==> src/sv/rmts_pkg.sv <==
// Shared constants, types and sequencer states of the rate-monotonic tick scheduler.
`timescale 1ns / 1ps
package rmts_pkg;

   localparam int MAX_TASKS   = 8;
   localparam int TIME_BITS   = 32;
   localparam int WORK_BITS   = 16;
   localparam int PERIOD_BITS = 16;
   localparam int IDX_BITS    = (MAX_TASKS > 1) ? $clog2(MAX_TASKS) : 1;
   localparam int CNT_BITS    = $clog2(MAX_TASKS + 1);

   typedef logic [1:0]             op_type;
   typedef logic [2:0]             slot_type;
   typedef logic [15:0]            cost_type;
   typedef logic [PERIOD_BITS-1:0] period_type;
   typedef logic [WORK_BITS-1:0]   work_type;
   typedef logic [TIME_BITS-1:0]   time_type;
   typedef logic [31:0]            tick_time_type;
   typedef logic [IDX_BITS-1:0]    idx_type;
   typedef logic [CNT_BITS-1:0]    cnt_type;

   localparam op_type OP_TICK  = 2'd0;
   localparam op_type OP_LOAD  = 2'd1;
   localparam op_type OP_START = 2'd2;

   typedef struct packed {
      period_type period;
      cost_type   cost;
   } stat_type;

   typedef struct packed {
      work_type work;
      time_type rel;
   } dyn_type;

   typedef enum logic [2:0] {
      ST_CLR_ALL,
      ST_IDLE,
      ST_CLR_DYN,
      ST_WALK,
      ST_FIX
   } state_type;

endpackage

==> src/sv/rmts_req_if.sv <==
// Request channel of the scheduler: valid, ready and one request's fields.
`timescale 1ns / 1ps
interface rmts_req_if;
   logic                  valid;
   logic                  ready;
   rmts_pkg::op_type      op;
   rmts_pkg::slot_type    slot;
   rmts_pkg::cost_type    cost;
   rmts_pkg::period_type  period;

   modport source (output valid, output op, output slot, output cost, output period,
                   input ready);
   modport sink   (input valid, input op, input slot, input cost, input period,
                   output ready);
endinterface

==> src/sv/rmts_rsp_if.sv <==
// Response channel of the scheduler: valid, ready and one tick result.
`timescale 1ns / 1ps
interface rmts_rsp_if;
   logic                    valid;
   logic                    ready;
   rmts_pkg::slot_type      run_slot;
   logic                    idle;
   rmts_pkg::tick_time_type tick_time;

   modport source (output valid, output run_slot, output idle, output tick_time,
                   input ready);
   modport sink   (input valid, input run_slot, input idle, input tick_time,
                   output ready);
endinterface

==> src/sv/rmts_ram.sv <==
// Generic single-write, single-read RAM with registered read data.
`timescale 1ns / 1ps
module rmts_ram #(
   parameter int WIDTH     = 8,
   parameter int DEPTH     = 8,
   parameter int ADDR_BITS = (DEPTH > 1) ? $clog2(DEPTH) : 1
) (
   input  logic                 clock,
   input  logic                 wr_en,
   input  logic [ADDR_BITS-1:0] wr_addr,
   input  logic [WIDTH-1:0]     wr_data,
   input  logic [ADDR_BITS-1:0] rd_addr,
   output logic [WIDTH-1:0]     rd_data
);

   logic [WIDTH-1:0] mem_ff [DEPTH];
   logic [WIDTH-1:0] rd_data_ff;

   always_ff @(posedge clock) begin
      if (wr_en) begin
         mem_ff[wr_addr] <= wr_data;
      end
      rd_data_ff <= mem_ff[rd_addr];
   end

   assign rd_data = rd_data_ff;

endmodule

==> src/sv/rate_monotonic_tick_scheduler_unit.sv <==
// Top level of the rate-monotonic tick scheduler over a table of periodic tasks.
//
// Requests arrive on req_ch (op, slot, cost, period); tick results leave on
// rsp_ch (run_slot, idle, tick_time). Only a tick request yields a response.
// A load request writes one slot's period and cost in its accept cycle.
// A start request clears time at once and sweeps remaining work and next
// arrivals to zero, one slot per cycle, before the next request is taken.
// A tick request walks the task memories one slot per cycle through one read
// port, releasing and ranking each slot, then writes back the chosen task and
// registers the response; no new request is taken before the block is back
// in its idle step, so a tick is through before the next one starts.
// The response register holds its result while rsp_ch.ready is low; loads and
// starts still proceed, and a further tick waits in its write-back step until
// the register frees.
// After reset the block clears both task memories slot by slot with
// req_ch.ready low; then all slots are empty and time is zero.
`timescale 1ns / 1ps
module rate_monotonic_tick_scheduler_unit (
   input  logic clock,
   input  logic reset,
   rmts_req_if.sink   req_ch,
   rmts_rsp_if.source rsp_ch
);

   rmts_pkg::state_type     state_ff, state_in;
   rmts_pkg::cnt_type       cnt_ff, cnt_in;
   logic                    proc_vld_ff, proc_vld_in;
   rmts_pkg::idx_type       proc_idx_ff, proc_idx_in;
   rmts_pkg::time_type      time_ff, time_in;
   logic                    pick_vld_ff, pick_vld_in;
   rmts_pkg::idx_type       pick_idx_ff, pick_idx_in;
   rmts_pkg::period_type    best_ff, best_in;
   rmts_pkg::dyn_type       pick_dyn_ff, pick_dyn_in;
   logic                    rsp_valid_ff, rsp_valid_in;
   rmts_pkg::slot_type      rsp_slot_ff, rsp_slot_in;
   logic                    rsp_idle_ff, rsp_idle_in;
   rmts_pkg::tick_time_type rsp_time_ff, rsp_time_in;

   logic                    req_accept;
   logic                    slot_in_range;
   logic                    cnt_at_end;
   logic                    cnt_at_last;
   logic                    out_free;
   logic                    rel_hit;
   logic                    cand;

   logic                    stat_we;
   rmts_pkg::idx_type       stat_waddr;
   rmts_pkg::stat_type      stat_wdata;
   rmts_pkg::stat_type      stat_rd;
   logic                    dyn_we;
   rmts_pkg::idx_type       dyn_waddr;
   rmts_pkg::dyn_type       dyn_wdata;
   rmts_pkg::dyn_type       dyn_rd;
   rmts_pkg::dyn_type       dyn_new;
   rmts_pkg::idx_type       rd_addr;

   rmts_ram #(
      .WIDTH ($bits(rmts_pkg::stat_type)),
      .DEPTH (rmts_pkg::MAX_TASKS)
   ) u_stat_ram (
      .clock   (clock),
      .wr_en   (stat_we),
      .wr_addr (stat_waddr),
      .wr_data (stat_wdata),
      .rd_addr (rd_addr),
      .rd_data (stat_rd)
   );

   rmts_ram #(
      .WIDTH ($bits(rmts_pkg::dyn_type)),
      .DEPTH (rmts_pkg::MAX_TASKS)
   ) u_dyn_ram (
      .clock   (clock),
      .wr_en   (dyn_we),
      .wr_addr (dyn_waddr),
      .wr_data (dyn_wdata),
      .rd_addr (rd_addr),
      .rd_data (dyn_rd)
   );

   assign req_accept    = req_ch.valid && req_ch.ready;
   assign slot_in_range = 32'(req_ch.slot) < rmts_pkg::MAX_TASKS;
   assign cnt_at_end    = cnt_ff == rmts_pkg::cnt_type'(rmts_pkg::MAX_TASKS);
   assign cnt_at_last   = cnt_ff == rmts_pkg::cnt_type'(rmts_pkg::MAX_TASKS - 1);
   assign out_free      = !rsp_valid_ff || rsp_ch.ready;
   assign rd_addr       = cnt_ff[rmts_pkg::IDX_BITS-1:0];

   // release and rank the slot whose data the memories return this cycle
   always_comb begin
      rel_hit = (stat_rd.period != '0) && (dyn_rd.rel == time_ff);
      dyn_new = dyn_rd;
      if (rel_hit) begin
         dyn_new.work = stat_rd.cost;
         dyn_new.rel  = dyn_rd.rel + rmts_pkg::time_type'(stat_rd.period);
      end
      cand = proc_vld_ff && (stat_rd.period != '0) && (dyn_new.work != '0) &&
             (!pick_vld_ff || (stat_rd.period < best_ff));
   end

   always_comb begin
      state_in = state_ff;
      case (state_ff)
         rmts_pkg::ST_CLR_ALL: begin
            if (cnt_at_last) state_in = rmts_pkg::ST_IDLE;
         end
         rmts_pkg::ST_IDLE: begin
            if (req_accept && req_ch.op == rmts_pkg::OP_START) begin
               state_in = rmts_pkg::ST_CLR_DYN;
            end else if (req_accept && req_ch.op == rmts_pkg::OP_TICK) begin
               state_in = rmts_pkg::ST_WALK;
            end
         end
         rmts_pkg::ST_CLR_DYN: begin
            if (cnt_at_last) state_in = rmts_pkg::ST_IDLE;
         end
         rmts_pkg::ST_WALK: begin
            if (cnt_at_end) state_in = rmts_pkg::ST_FIX;
         end
         rmts_pkg::ST_FIX: begin
            if (out_free) state_in = rmts_pkg::ST_IDLE;
         end
         default: state_in = rmts_pkg::ST_CLR_ALL;
      endcase
   end

   always_comb begin
      req_ch.ready = 1'b0;
      stat_we      = 1'b0;
      stat_waddr   = rd_addr;
      stat_wdata   = '0;
      dyn_we       = 1'b0;
      dyn_waddr    = rd_addr;
      dyn_wdata    = '0;
      case (state_ff)
         rmts_pkg::ST_CLR_ALL: begin
            stat_we = 1'b1;
            dyn_we  = 1'b1;
         end
         rmts_pkg::ST_IDLE: begin
            req_ch.ready      = 1'b1;
            stat_we           = req_accept && (req_ch.op == rmts_pkg::OP_LOAD) &&
                                slot_in_range;
            stat_waddr        = rmts_pkg::idx_type'(req_ch.slot);
            stat_wdata.period = req_ch.period;
            stat_wdata.cost   = req_ch.cost;
         end
         rmts_pkg::ST_CLR_DYN: begin
            dyn_we = 1'b1;
         end
         rmts_pkg::ST_WALK: begin
            dyn_we    = proc_vld_ff;
            dyn_waddr = proc_idx_ff;
            dyn_wdata = dyn_new;
         end
         rmts_pkg::ST_FIX: begin
            dyn_we         = pick_vld_ff && out_free;
            dyn_waddr      = pick_idx_ff;
            dyn_wdata.work = pick_dyn_ff.work - 1'b1;
            dyn_wdata.rel  = pick_dyn_ff.rel;
         end
         default: begin
            req_ch.ready = 1'b0;
         end
      endcase
   end

   always_comb begin
      cnt_in       = cnt_ff;
      proc_vld_in  = 1'b0;
      proc_idx_in  = proc_idx_ff;
      time_in      = time_ff;
      pick_vld_in  = pick_vld_ff;
      pick_idx_in  = pick_idx_ff;
      best_in      = best_ff;
      pick_dyn_in  = pick_dyn_ff;
      rsp_valid_in = rsp_valid_ff && !rsp_ch.ready;
      rsp_slot_in  = rsp_slot_ff;
      rsp_idle_in  = rsp_idle_ff;
      rsp_time_in  = rsp_time_ff;
      case (state_ff)
         rmts_pkg::ST_CLR_ALL, rmts_pkg::ST_CLR_DYN: begin
            cnt_in = cnt_at_last ? '0 : cnt_ff + 1'b1;
         end
         rmts_pkg::ST_IDLE: begin
            cnt_in      = '0;
            pick_vld_in = 1'b0;
            if (req_accept && req_ch.op == rmts_pkg::OP_START) time_in = '0;
         end
         rmts_pkg::ST_WALK: begin
            // issue the next read while the previous slot is processed
            proc_vld_in = !cnt_at_end;
            proc_idx_in = rd_addr;
            if (!cnt_at_end) cnt_in = cnt_ff + 1'b1;
            if (cand) begin
               pick_vld_in = 1'b1;
               pick_idx_in = proc_idx_ff;
               best_in     = stat_rd.period;
               pick_dyn_in = dyn_new;
            end
         end
         rmts_pkg::ST_FIX: begin
            if (out_free) begin
               rsp_valid_in = 1'b1;
               rsp_slot_in  = pick_vld_ff ? rmts_pkg::slot_type'(pick_idx_ff) : '0;
               rsp_idle_in  = !pick_vld_ff;
               rsp_time_in  = rmts_pkg::tick_time_type'(time_ff);
               time_in      = time_ff + 1'b1;
            end
         end
         default: begin
            cnt_in = '0;
         end
      endcase
   end

   always_ff @(posedge clock) begin
      if (reset) begin
         state_ff     <= rmts_pkg::ST_CLR_ALL;
         cnt_ff       <= '0;
         proc_vld_ff  <= 1'b0;
         time_ff      <= '0;
         pick_vld_ff  <= 1'b0;
         rsp_valid_ff <= 1'b0;
      end else begin
         state_ff     <= state_in;
         cnt_ff       <= cnt_in;
         proc_vld_ff  <= proc_vld_in;
         time_ff      <= time_in;
         pick_vld_ff  <= pick_vld_in;
         rsp_valid_ff <= rsp_valid_in;
      end
   end

   always_ff @(posedge clock) begin
      proc_idx_ff <= proc_idx_in;
      pick_idx_ff <= pick_idx_in;
      best_ff     <= best_in;
      pick_dyn_ff <= pick_dyn_in;
      rsp_slot_ff <= rsp_slot_in;
      rsp_idle_ff <= rsp_idle_in;
      rsp_time_ff <= rsp_time_in;
   end

   assign rsp_ch.valid     = rsp_valid_ff;
   assign rsp_ch.run_slot  = rsp_slot_ff;
   assign rsp_ch.idle      = rsp_idle_ff;
   assign rsp_ch.tick_time = rsp_time_ff;

`ifndef NO_ASSERTIONS
   a_rsp_from_fix: assert property (@(posedge clock) disable iff (reset)
      $rose(rsp_valid_ff) |-> $past(state_ff == rmts_pkg::ST_FIX))
      else $error("response raised outside write-back step");

   a_time_step: assert property (@(posedge clock) disable iff (reset)
      (state_ff == rmts_pkg::ST_FIX && out_free) |=>
      (rsp_valid_ff && rsp_time_ff ==
       rmts_pkg::tick_time_type'(rmts_pkg::time_type'(time_ff - 1'b1))))
      else $error("tick time does not match advanced counter");

   a_walk_reads: assert property (@(posedge clock) disable iff (reset)
      (state_ff == rmts_pkg::ST_WALK && !cnt_at_end) |=>
      (proc_vld_ff && proc_idx_ff == $past(rd_addr)))
      else $error("walk lost a slot read");
`endif

endmodule
==> src/flat_wrapper.sv <==
// flat-port wrapper written by rule: the top's interface ports become plain ports
module rate_monotonic_tick_scheduler_unit_flat 
  (clock, reset, req_ch_valid, req_ch_op, req_ch_slot, req_ch_cost, req_ch_period, req_ch_ready, rsp_ch_valid, rsp_ch_run_slot, rsp_ch_idle, rsp_ch_tick_time, rsp_ch_ready);
  rmts_req_if req_ch_i ();
  rmts_rsp_if rsp_ch_i ();
  input  logic clock;
  input  logic reset;
  input wire logic [$bits(req_ch_i.valid)-1:0] req_ch_valid;
  input wire logic [$bits(req_ch_i.op)-1:0] req_ch_op;
  input wire logic [$bits(req_ch_i.slot)-1:0] req_ch_slot;
  input wire logic [$bits(req_ch_i.cost)-1:0] req_ch_cost;
  input wire logic [$bits(req_ch_i.period)-1:0] req_ch_period;
  output wire logic [$bits(req_ch_i.ready)-1:0] req_ch_ready;
  output wire logic [$bits(rsp_ch_i.valid)-1:0] rsp_ch_valid;
  output wire logic [$bits(rsp_ch_i.run_slot)-1:0] rsp_ch_run_slot;
  output wire logic [$bits(rsp_ch_i.idle)-1:0] rsp_ch_idle;
  output wire logic [$bits(rsp_ch_i.tick_time)-1:0] rsp_ch_tick_time;
  input wire logic [$bits(rsp_ch_i.ready)-1:0] rsp_ch_ready;
  assign req_ch_i.valid = req_ch_valid;
  assign req_ch_i.op = req_ch_op;
  assign req_ch_i.slot = req_ch_slot;
  assign req_ch_i.cost = req_ch_cost;
  assign req_ch_i.period = req_ch_period;
  assign req_ch_ready = req_ch_i.ready;
  assign rsp_ch_valid = rsp_ch_i.valid;
  assign rsp_ch_run_slot = rsp_ch_i.run_slot;
  assign rsp_ch_idle = rsp_ch_i.idle;
  assign rsp_ch_tick_time = rsp_ch_i.tick_time;
  assign rsp_ch_i.ready = rsp_ch_ready;
  rate_monotonic_tick_scheduler_unit u_core (.clock(clock), .reset(reset), .req_ch(req_ch_i), .rsp_ch(rsp_ch_i));
endmodule
==> config.mk <==
export PLATFORM = sky130hd
export DESIGN_NAME = rate_monotonic_tick_scheduler_unit_flat
export DESIGN_NICKNAME = d
export VERILOG_FILES = /design/src/sv/rmts_pkg.sv /design/src/sv/rmts_req_if.sv /design/src/sv/rmts_rsp_if.sv /design/src/sv/rmts_ram.sv /design/src/sv/rate_monotonic_tick_scheduler_unit.sv /design/src/flat_wrapper.sv
export SDC_FILE = /design/constraint.sdc
export NUM_CORES = 1
export LEC_CHECK = 0
export BUFFER_PORTS_ARGS = -buffer_cell sky130_fd_sc_hd__buf_4
export CAP_MARGIN = 20
export CORE_MARGIN = 4
export CORE_UTILIZATION = 35
export CTS_BUF_LIST = sky130_fd_sc_hd__clkbuf_8
export DETAILED_ROUTE_END_ITERATION = 16
export SYNTH_ARGS = -nofsm -noshare
export SYNTH_HDL_FRONTEND = slang
export SYNTH_HIERARCHICAL = 1
export SYNTH_SLANG_ARGS = --single-unit
==> constraint.sdc <==
create_clock -name clock -period 5.2 [get_ports clock]
set_input_delay 0.78 -clock clock [delete_from_list [all_inputs] [get_ports clock]]
set_output_delay 0.78 -clock clock [all_outputs]
set_load 0.02 [all_outputs]
Yosys cells after proc, flatten, opt, wreduce, memory -nomap -nowiden --
Memories as Yosys holds them, arrays and structs flattened. A register that Yosys moved wholly into a read port is not among the register bits. Cells that the tools add are included.
Cells by class: bitwise logic cells 2, multiplexer cells 28, magnitude comparators 1, $add $sub $neg 4, equality and inequality tests 16, reductions and logical operators 30
Operators with widths (number):
- $mux 32 | 3
- $pmux 48 s2 | 1
- $pmux 32 s2 | 1
- $mux 48 | 1
- $add 32x1->32 const B | 1
- $add 32x16->32 | 1
- $eq 32x32->1 | 1
- $reduce_bool 16->1 | 2
- $mux 3 | 6
- $lt 16x16->1 | 1
- $sub 16x1->16 const B | 1
- $pmux 3 s4 | 1
- $pmux 4 s3 | 1
- $logic_and 1x1->1 | 10
- $ne 2x1->1 const B | 5
- $mux 1 | 8
- $mux 4 | 2
- $reduce_and 2->1 | 4
- $eq 3x2->1 const B | 2
- $pmux 3 s2 | 1
- $add 4x1->4 const B | 1
- $eq 4x3->1 const B | 1
- $eq 4x4->1 const B | 1
- $logic_not 1->1 | 4
- 16 further kinds | 21
Word-level totals: flip-flop bits (word level) 148, word-level logic and storage cells 97, output and inout bits 38, bits of input ports 41, memories 2, RAM bits 640
Memories:
- u_core.u_dyn_ram.mem_ff | words 8, bits a word 48, read ports 1, clocked after memory_dff 1, write ports 1, line rmts_ram.sv:16 | logic [WIDTH-1:0] mem_ff [DEPTH];
- u_core.u_stat_ram.mem_ff | words 8, bits a word 32, read ports 1, clocked after memory_dff 1, write ports 1, line rmts_ram.sv:16

Logic depth before layout (Yosys ltp) --
Gate-level depths: netlist of run 1.
depth in word-level cells 8, depth in mapped cells 11

Hierarchy --
The synthesis of run 1 kept the hierarchy.
By module, submodules not included:
- rmts_ram at u_core.u_dyn_ram | times used 1, sequential area each 12492.0 um^2, area an instance 15620.0 um^2, cells each 616
- rmts_ram at u_core.u_stat_ram | times used 1, sequential area each 8328.0 um^2, area an instance 10466.3 um^2, cells each 415
- rate_monotonic_tick_scheduler_unit | times used 1, sequential area each 4023.9 um^2, area an instance 8498.2 um^2, cells each 824

Worst setup path after synthesis of run 1 --
OpenSTA, ideal clock, no wires.
path type register -> register, start point reg u_core.state_ff[0], end point mem u_core/u_dyn_ram/mem_ff[0][0] (netlist name) (enable), path buffers 2, slack -0.307 ns, period minus slack after synthesis 5.507 ns, data arrival time 4.994 ns, library setup time 0.513 ns, required time 4.687 ns, stages on the path, launching flop included 9, cell sequence dfxtp_1 -> inv_1 -> nor3_1 -> clkbuf_1 -> clkbuf_1 -> a21oi_1 -> o21ai_0 -> nand2b_1 -> nor3_1
Between the ends: cells in the longest elaborated chain, start to end 5, elaborated cells on any way between the ends 9
RTL lines:
- start: declaration | line rate_monotonic_tick_scheduler_unit.sv:25 | rmts_pkg::state_type state_ff, state_in;
- start signal: assignment | line rate_monotonic_tick_scheduler_unit.sv:219 | state_ff <= rmts_pkg::ST_CLR_ALL;
- start signal: assignment | line rate_monotonic_tick_scheduler_unit.sv:226 | state_ff <= state_in;
- $eq 3x2->1 or $logic_not 3->1 (tied branches) | line rate_monotonic_tick_scheduler_unit.sv:135 | case (state_ff)
- $reduce_or 2->1 (no source line)
- $pmux 1 s3 * | line rate_monotonic_tick_scheduler_unit.sv:135
- net u_core.dyn_we | line rate_monotonic_tick_scheduler_unit.sv:51 | logic dyn_we;
- $mux 1 * | line rmts_ram.sv:20 | if (wr_en) begin
- $mux 1 (implied by the code) * | line rmts_ram.sv:21 | mem_ff[wr_addr] <= wr_data;
- end: declaration | line rmts_ram.sv:16
The timed path passes the listed nets; every way through them passes the cells marked *.

Final worst setup path of run 1 --
start point reg u_core.state_ff[0], end point reg u_core/pick_dyn_ff[32] (netlist name) (enable)
Between the ends: cells in the longest elaborated chain, start to end 2
RTL lines:
- $eq 3x2->1 | line rate_monotonic_tick_scheduler_unit.sv:181 | case (state_ff)
- $reduce_and 2->1 (no source line)
- end signal: assignment | line rate_monotonic_tick_scheduler_unit.sv:239 | pick_dyn_ff <= pick_dyn_in;
- end: declaration | line rate_monotonic_tick_scheduler_unit.sv:33 | rmts_pkg::dyn_type pick_dyn_ff, pick_dyn_in;
No other way between the ends. A chain may end at the register's enable or synchronous reset.

==> metrics.yaml, run 1 <==
run_status:
  status: "finished clean"
floorplan:
  dieWidth_um: 322
  ioPinCount: 79
  initial_core_util: 0.352
  core_um2: 98300
  dieArea_um2: 104000
  die_h_um: 322
  row_count: 115
layout:
  postLayoutCoreUtil: 0.403
  drive_gt1_frac: 0.264
  n_fill_cell: 8751
  final_nets: 2112
  syn_to_final_growth_pct: 14.4
timing:
  setup_slack_ps: 1570
  finalSetupViolations: 0
  hold_viol_final: 0
  setup_tns_ps: 0
  max_freq_mhz: 276
  fin_crit_ps: 3630
  holdWs_ps: 420
  skew_ps: 43.4
  worst_slew_pin_slew_ps: 1110
  drv_slew: 0
  fin_crit_sh: 0.697
  rsz0062_at_grt: "no"
  relSlewSlack: 0.250
worst_setup_path:
  cpMaxStageDelayCell: "nor3_2"
  start_kind: "flip-flop"
  cp.arrival_ps: 4000
  cp_cell_sequence: "inv_1 -> nor3_2 -> buf_4 -> o2111ai_1 -> nor2_1 -> and2_2 -> buf_4"
  crit_path_end_kind: "flip-flop"
  critPathMaxFanout: 51
  crit_type: "flip-flop to flip-flop"
  rrSetupSlack_ps: 1570
  reg2reg_depth: 7
  cpMostUsedCell: "buf_4"
  required_ps: 5570
  cp_slowest_stage_delay_ps: 720
clock_tree:
  cts_resized: 0
  clock_path_buffers: 3
  cts_tree: "done"
  clk_pin_slew_ps: 60
  clock_latency_ps: 760
  post_cts_buffers: 0
  htree_levels: 4
  root_buffer: "clkbuf_8"
  cts.sinks: 868
  cts_buffers: 139
  cts_hold_buf: 0
detailed_routing:
  ant_nets: 0
  via_per_inst: 5.07
  dr.pass1.iters: 5
  drc: 0
  wirelength_um: 76100
  num_vias: 17400
  wl_per_cell_um: 22.1
  drtIter0Drc: 1359
power:
  pwr-share-comb: 0.138
  p_int_mw: 12.4
  p_leak_nw: 13.5
  total_power_mw: 16.7
  swShare: 0.257
  clock_power_share: 0.347
  peakVddDrop_v: 0.000200
  power.switching_mw: 4.29
  p_per_area_nw_per_um2: 422
  power_frac_seq: 0.514
placed_design:
  gp_congestion: 0.848
  io_buffer_count: 78
  dp_hpwl_um: 46600
  post-place-ws_ps: 1520
synthesis:
  yosysSeqAreaShare: 0.718
  syn_inst: 1855
  netlist_area_um2: 34600
  yosys.area.top_type: "edfxtp_1"
  synth_edf_count: 746
  yosys-top-cells-area: "edfxtp_1, mux4_2, dfxtp_1"
  yosys.area.top_type_share: 0.648
  syn_nets: 1932
  synthMostInstantiatedCell: "edfxtp_1"
  postSynthAreaPerCell_um2: 18.6
  synthFlopType: "edfxtp_1"
  yosysWarnings: 6
  synthTopCellsByCount: "edfxtp_1, dfxtp_1, mux4_2"
  async_flop_share: 0
  ys_ff_latch: 868
  synth.distinct_cells: 59
grt:
  grt_antenna_before_repair: 1
  grt_use_total: 0.146
  grt_overflow: 0
  grt_pass1_vias: 18000
  grt_pass1_wl_um: 115000
  grt_max_degree: 167
hold_path:
  hold_depth: 3
  hp-class: "primary input to flip-flop"
run:
  drv_cap: 0
[routing by layer]
metal | track usage | routed length [µm] | up-vias
li1 | - | - | 7800
met1 | 0.202 | 34100 | 9045
met2 | 0.239 | 36800 | 470
met3 | 0.0270 | 3700 | 109
met4 | 0.0429 | 1450 | 0
met5 | 0 | 0 | -
[registers in the layout, indices dropped and copies added (netlist names), 4 cells and up]
register,flops
u_core/u_stat_ram/rd_data,32
u_core/u_dyn_ram/rd_data,48
u_core/cnt_ff,4
u_core/rsp_ch.tick_time,32
u_core/u_stat_ram/mem_ff,256
u_core/u_dyn_ram/mem_ff,384
u_core/best_ff,16
u_core/pick_dyn_ff,48
u_core/time_ff,32
[power by group through the flow]
stage | registers, mW | clock network, mW | logic [mW]
global route | 8.63 | 6.29 | 2.52
global placement | 8.71 | 0 | 2.30
detailed placement | 8.73 | 0 | 2.33
finish | 8.58 | 5.80 | 2.31
CTS | 8.59 | 5.97 | 2.34
floorplan | 8.53 | 0 | 1.72
[worst paths after layout]
kind | end | from
setup / recovery | u_core/pick_dyn_ff[32]$_DFFE_PP_ | u_core/state_ff[0]$_SDFFE_PP0P_
hold reg to reg | u_core/pick_idx_ff[0]$_DFFE_PP_ | u_core/proc_idx_ff[0]$_DFFE_PP_
setup reg to reg | u_core/pick_dyn_ff[32]$_DFFE_PP_ | u_core/state_ff[0]$_SDFFE_PP0P_
hold / removal | u_core/state_ff[1]$_SDFFE_PP0P_ | req_ch_valid
[worst max-delay path: cells and delay by family, from the launching register on]
kind / cells / cell delay [ps]
AO/OA/AOI/OAI: 1 / 170
buffers and inverters: 3 / 1250
flip-flops: 1 / 440
AND/OR/NAND/NOR: 3 / 1330
[placed cells by master, fill, tap and decap left out, types with 46 or more instances in the layout]
cell type / count
buf_4: 110
clkbuf_8: 153
dfxtp_1: 119
edfxtp_1: 746
inv_1: 89
mux2_2: 76
mux4_2: 117
nand2_1: 72
nor2_1: 63
xor2_1: 46
[through the flow]
step	std cells	instance area, µm²
floorplan	1855	34600
global route	3438	39600
global placement	3179	36800
finish	3438	39600
CTS	3435	39600
detailed placement	3179	36800
[cell families after synthesis]
group	after synthesis	synth area share
simple gates	337	0.0505
buf+inv	109	0.0168
xor+xnor	88	0.0223
mux	277	0.151
compound gates	140	0.0276
flops	868	0.718
fa+ha+maj	36	0.0132
[area by class of cell]
cell class | count | area (µm²) | share of cell area
antenna | 1 | 2.50 | 0.0000632
multi-input combinational | 878 | 9300 | 0.235
clock buffer | 153 | 2110 | 0.0532
inverter | 34 | 128 | 0.00322
sequential | 868 | 24900 | 0.628
clock inverter | 103 | 699 | 0.0177
timing repair buffer | 114 | 881 | 0.0223
tap | 1287 | 1610 | 0.0407
Note: power is estimated with default switching activity, not from simulation.
==> run 2: changes to the inputs <==
ABC_AREA = 1   (was default)
clock period = 3.6 ns   (was 5.2 ns; I/O delays follow)
==> metrics.yaml, run 2 <==
run_status:
  status: "finished clean"
worst_setup_path:
  crit_type: "flip-flop to flip-flop"
  r2r_end: "u_core/u_dyn_ram/mem_ff[6][8]$_DFFE_PP_"
  rrSetupSlack_ps: 400  # -1170 ps
  critPathMaxFanout: 20  # -61%
  reg2reg_from: "u_core/time_ff[14]$_SDFFE_PP0P_"
  reg2reg_depth: 9  # +2
  required_ps: 4040  # -1530 ps
  crit_path_end_kind: "flip-flop"
  cp.arrival_ps: 3640  # -360 ps
  start_kind: "flip-flop"
  setup.worst_path.end: "u_core/u_dyn_ram/mem_ff[6][8]$_DFFE_PP_"
  startpoint: "u_core/time_ff[14]$_SDFFE_PP0P_"
floorplan:
  dieArea_um2: 116000  # +12%
  initial_core_util: 0.354  # +0.00202
  row_count: 121  # +5.2%
  die_h_um: 340  # +5.6%
  ioPinCount: 79  # unchanged
  core_um2: 109000  # +11%
  dieWidth_um: 340  # +5.6%
timing:
  finalSetupViolations: 0  # unchanged
  worst_slew_pin_slew_ps: 998  # -116 ps
  rsz0062_at_grt: "no"
  hold_viol_final: 0  # unchanged
  relSlewSlack: 0.328  # +0.0783
  skew_ps: 35.3  # -8.05 ps
  fin_crit_sh: 0.888  # +0.191
  max_freq_mhz: 313  # +13%
  fin_crit_ps: 3200  # -430 ps
  holdWs_ps: 127  # -293 ps
  drv_slew: 0  # unchanged
  setup_tns_ps: 0  # unchanged
layout:
  n_fill_cell: 10700  # +22%
  largest_register_ffs: 384  # unchanged
  stdcell_area_um2: 43700  # +10%
  postLayoutCoreUtil: 0.400  # -0.00263
  drive_gt1_frac: 0.0880  # -0.176
  regMostFlops: "u_core/u_dyn_ram/mem_ff"
  syn_to_final_growth_pct: 13.0
  multiInputGateArea_um2: 10100  # +8.9%
  final_cell_mix: "nand2_1, inv_1, edfxtp_1"
  largestRegisters: "u_core/u_dyn_ram/mem_ff: 384 flops, u_core/u_stat_ram/mem_ff: 256 flops"
  stdcell_count: 5766  # +68%
  final-seq-area_um2: 24900  # unchanged
  final_nets: 4251  # +100%
  final_common_cell: "nand2_1"
clock_tree:
  cts.sinks: 868  # unchanged
  clock_path_buffers: 3  # unchanged
  cts_buffers: 136  # -2.2%
  cts_hold_buf: 0  # unchanged
  root_buffer: "clkbuf_8"
  cts_resized: 0  # unchanged
  htree_levels: 4  # unchanged
  clock_latency_ps: 800  # +40 ps
  clk_pin_slew_ps: 60  # about the same
  cts_tree: "done"
  post_cts_buffers: 0  # unchanged
placed_design:
  dp_hpwl_um: 59100  # +27%
  dp.cells: 5512  # +73%
  io_buffer_count: 78  # unchanged
  dpl_cell_area_um2: 41200  # +12%
  gp_congestion: 0.875  # +3.2%
detailed_routing:
  drtIter0Drc: 1961  # +44%
  via_per_inst: 4.63  # -8.7%
  dr.pass1.iters: 6  # +1
  wl_per_cell_um: 17.0  # -23%
  wirelength_um: 98300  # +29%
  drc: 0  # unchanged
  ant_nets: 0  # unchanged
  num_vias: 26700  # +53%
hold_path:
  hp-class: "primary input to flip-flop"
  worstHoldStart: "req_ch_op[0]"
grt:
  grt_pass1_wl_um: 150000  # +31%
  grt_overflow: 0  # unchanged
  grt_max_degree: 75  # -55%
  grt_pass1_vias: 25800  # +43%
  grt_antenna_before_repair: 13  # +12
  grt_use_total: 0.167  # +0.0211
synthesis:
  synthFlopType: "edfxtp_1"
  async_flop_share: 0  # unchanged
  postSynthAreaPerCell_um2: 9.60  # -48%
  synth.distinct_cells: 55  # -6.8%
  synthTopCellsByCount: "nand2_1, inv_1, edfxtp_1"
  netlist_area_um2: 38700  # +12%
  yosysSeqAreaShare: 0.642  # -0.0762
  yosys-top-cells-area: "edfxtp_1, nand2_1, inv_1"
  yosys.area.top_type_share: 0.579  # -0.0687
  yosys.area.top_type: "edfxtp_1"
  syn_nets: 4106  # +110%
  synth_edf_count: 746  # unchanged
  syn_inst: 4029  # +120%
  yosysWarnings: 6  # unchanged
  synthMostInstantiatedCell: "nand2_1"
  ys_ff_latch: 868  # unchanged
power:
  p_int_mw: 18.9  # +53%
  p_per_area_nw_per_um2: 661  # +57%
  p_leak_nw: 19.5  # +45%
  clock_power_share: 0.265  # -0.082
  pwr-share-comb: 0.264  # +0.126
  peakVddDrop_v: 0.000498  # +150%
  power_frac_seq: 0.471  # -0.043
  power.switching_mw: 10.0  # +130%
  swShare: 0.346  # +0.0888
run:
  drv_cap: 0  # unchanged
## run 2: per-stage QoR
| stage | setup WS (ps) | power, mW |
|---|---|---|
| CTS | 394 | 29.1 |
| global route | 75.9 | 30.7 |
| finish | 404 | 28.9 |
| floorplan | -467 | 18.7 |
| detailed placement | 465 | 21.4 |
| global placement | 544 | 21.3 |
## run 2: per-layer routing
metal / part of all wire / vias up / global-route usage
met5: 0.00021 / - / 0
met4: 0.027 / 4 / 0.0568
met3: 0.064 / 179 / 0.0329
met2: 0.47 / 817 / 0.275
met1: 0.44 / 12600 / 0.222
li1: - / 13100 / -
## run 2: worst min path at each step
| stage | to | slack, ps | depth (start not counted) |
|---|---|---|---|
| detailed placement | u_core/pick_idx_ff[1]$_DFFE_PP_ | 440 | 0 |
| floorplan | u_core/pick_idx_ff[0]$_DFFE_PP_ | 430 | 0 |
| CTS | u_core/state_ff[1]$_SDFFE_PP0P_ | 40 | 3 |
| global route | u_core/state_ff[1]$_SDFFE_PP0P_ | 100 | 3 |
| finish | u_core/state_ff[1]$_SDFFE_PP0P_ | 130 | 3 |
| global placement | u_core/pick_idx_ff[1]$_DFFE_PP_ | 440 | 0 |
## run 2: logic make-up after synthesis
group           synth area share
buf+inv                   0.0995
flops                      0.642
fa+ha+maj                 0.0118
compound gates            0.0285
simple gates               0.206
xor+xnor                  0.0108
mux                     0.000776
## run 2: final cells by class
type	instances	area share
Multi-Input combinational cell	2201	0.231
Inverter	812	0.0699
Timing Repair Buffer	155	0.0306
Sequential cell	868	0.568
Tap cell	1476	0.0422
Antenna cell	5	0.000286
Clock buffer	143	0.0450
Clock inverter	106	0.0122
## run 2: worst max-delay path: stages (launching register included)
cell and delay [ps]:
dfxtp_1 460, xnor2_1 150, nand2_1 70, nor2_1 140, nand2_2 130, nor2_8 280
nand3_4 280, inv_2 370, o21ai_0 190, o21ai_0 780
## run 2: power groups by stage
stage,sequential (mW),clock [mW],combinational (mW)
floorplan,13.5,0,5.18
finish,13.6,7.66,7.64
detailed placement,13.8,0,7.59
global route,13.7,8.35,8.59
CTS,13.6,7.88,7.64
global placement,13.8,0,7.55
==> run 3: changes to the inputs <==
REMOVE_ABC_BUFFERS = 1   (was default)
==> metrics.yaml, run 3 (synthesized netlist as in run 2, its figures left out) <==
timing:
  holdWs_ps: 125  # -1.17 ps
  max_freq_mhz: 302  # -3.5%
  drv_slew: 0  # unchanged
  worst_slew_pin_slew_ps: 1030  # +37.1 ps
  skew_ps: 41.5  # +6.23 ps
  rsz0062_at_grt: "no"
  finalSetupViolations: 0  # unchanged
  fin_crit_sh: 0.920  # +0.0318
  fin_crit_ps: 3310  # +115 ps
  relSlewSlack: 0.304  # -0.0236
  setup_tns_ps: 0  # unchanged
  hold_viol_final: 0  # unchanged
detailed_routing:
  wirelength_um: 96800  # -1.5%
  num_vias: 26500  # -0.59%
  dr.pass1.iters: 5  # -1
  ant_nets: 0  # unchanged
  via_per_inst: 4.61  # -0.42%
  drtIter0Drc: 2191  # +12%
  drc: 0  # unchanged
  wl_per_cell_um: 16.8  # -1.4%
floorplan:
  ioPinCount: 79  # unchanged
  die_h_um: 340  # unchanged
  core_um2: 109000  # unchanged
  initial_core_util: 0.354  # unchanged
  dieArea_um2: 116000  # unchanged
  row_count: 121  # unchanged
  dieWidth_um: 340  # unchanged
worst_setup_path:
  startpoint: "u_core/u_dyn_ram/rd_data[0]$_DFF_P_"
  critical_path.top_delay_family: "compound AO/OA/AOI/OAI gates"
  reg2reg_from: "u_core/u_dyn_ram/rd_data[0]$_DFF_P_"
  crit_buf_inv: 2  # +1
  cp_cell_sequence: "ha_1 -> inv_1 -> fa_1 -> inv_1 -> nand3_1 -> nand2_1 -> a21oi_1 -> o21ai_0 -> nand2_1 -> a21boi_0 -> nand2_1 -> xor2_1 -> nand2_1 -> nand2_1"
  required_ps: 4200  # +160 ps
  start_kind: "flip-flop"
  cp.arrival_ps: 3910  # +270 ps
  rrSetupSlack_ps: 290  # -110 ps
  r2r_end: "u_core/u_dyn_ram/mem_ff[4][30]$_DFFE_PP_"
  cpMaxStageDelayCell: "a21boi_0"
  cpMostUsedCell: "nand2_1"
  reg2reg_depth: 14  # +5
  cp_slowest_stage_delay_ps: 420  # -360 ps
  critPathMaxFanout: 8  # -60%
  crit_path_end_kind: "flip-flop"
  crit_type: "flip-flop to flip-flop"
layout:
  syn_to_final_growth_pct: 13.5
  final_cell_mix: "nand2_1, inv_1, edfxtp_1"
  final_nets: 4240  # -0.26%
  regMostFlops: "u_core/u_dyn_ram/mem_ff"
  drive_gt1_frac: 0.0895  # +0.00150
  postLayoutCoreUtil: 0.402  # +0.00171
  stdcell_count: 5756  # -0.17%
  n_antenna_cell: 0  # -5
  largest_register_ffs: 384  # unchanged
  largestRegisters: "u_core/u_dyn_ram/mem_ff: 384 flops, u_core/u_stat_ram/mem_ff: 256 flops"
  final_common_cell: "nand2_1"
hold_path:
  hold_depth: 3  # unchanged
  hp-class: "primary input to flip-flop"
  hold_path_end: "u_core/state_ff[1]$_SDFFE_PP0P_"
  worstHoldStart: "req_ch_op[0]"
power:
  p_per_area_nw_per_um2: 669  # +1.2%
  p_leak_nw: 19.6  # +0.31%
  peakVddDrop_v: 0.000424  # -15%
clock_tree:
  root_buffer: "clkbuf_8"
  clk_pin_slew_ps: 60  # about the same
  clock_latency_ps: 790  # about the same
  htree_levels: 4  # unchanged
  cts.sinks: 868  # unchanged
  post_cts_buffers: 0  # unchanged
  cts_tree: "done"
  cts_buffers: 143  # +5.1%
  clock_path_buffers: 3  # unchanged
placed_design:
  gp_congestion: 0.883  # +0.87%
  dp.cells: 5494  # -0.33%
  io_buffer_count: 78  # unchanged
  dp_hpwl_um: 54900  # -7.1%
grt:
  grt_pass1_vias: 25200  # -2.0%
  grt_pass1_wl_um: 149000  # -1.3%
  grt_antenna_before_repair: 1  # -12
  grt_max_degree: 193  # +160%
  grt_use_total: 0.165  # -0.00259
  grt_overflow: 0  # unchanged
run_status:
  status: "finished clean"
run:
  drv_cap: 0  # unchanged
-- run 3: cell types whose count changed in the layout (fill, tap and decap cells not counted), moves of 3 or more --
cell,delta
buf_12,+7
buf_4,-25
clkbuf_8,+23
clkinv_1,-8
clkinv_2,+4
diode_2,-5
inv_1,-3
-- run 3: what timing repair did --
action,CTS,global route
hold buffers,0,0
hold endpoints to repair,0,0
setup endpoints to repair,0,8
gates resized for setup,0,1
-- run 3: how the worst max path moves through the flow --
| stage | endpoint | slack, ps | depth (start not counted) |
|---|---|---|---|
| finish | u_core/u_dyn_ram/mem_ff[4][30]$_DFFE_PP_ | 290 | 14 |
| global route | u_core/u_dyn_ram/mem_ff[7][22]$_DFFE_PP_ | 40 | 14 |
| CTS | u_core/u_dyn_ram/mem_ff[3][22]$_DFFE_PP_ | 300 | 14 |
| detailed placement | u_core/u_dyn_ram/mem_ff[3][22]$_DFFE_PP_ | 330 | 14 |
| global placement | u_core/u_dyn_ram/mem_ff[5][8]$_DFFE_PP_ | 360 | 10 |
| floorplan | u_core/u_dyn_ram/rd_data[0]$_DFF_P_ | -6640 | 6 |
-- run 3: area by class of cell --
class / count / area [µm²]
Inverter: 812 / 3060
Clock inverter: 96 / 460
Sequential cell: 868 / 24900
Tap cell: 1476 / 1850
Multi-Input combinational cell: 2201 / 10100
Timing Repair Buffer: 137 / 1290
Clock buffer: 166 / 2280
Fill cell: 10600 / 65400
-- run 3: layer usage --
| layer | GRT usage | wire [µm] |
|---|---|---|
| met1 | 0.223 | 43000 |
| met5 | 0 | 0 |
| met3 | 0.0283 | 6040 |
| met2 | 0.269 | 45300 |
| met4 | 0.0563 | 2490 |
-- run 3: report_power, final --
group	leakage, nW	switching [mW]	internal (mW)
logic	9.83	5.34	2.27
registers	8.13	0.764	12.8
clock network	1.63	3.91	4.29
-- run 3: through the flow --
stage	setup slack, ps	total power, mW	instance area [µm²]
2_1_floorplan	-6640	18.7	37900
3_3_place_gp	364	21.3	41200
3_5_place_dp	328	21.4	41200
4_1_cts	302	29.6	43900
5_1_grt	41.5	31.2	43900
6_report	289	29.4	43900
-- run 3: worst reg2reg max path, delay by kind of cell, from the launching register on --
kind            cells  cell delay (ps)
simple gates        6              800
fa+ha+maj           2              590
compound gates      3              970
buf+inv             2              130
flops               1              400
xor+xnor            1              250
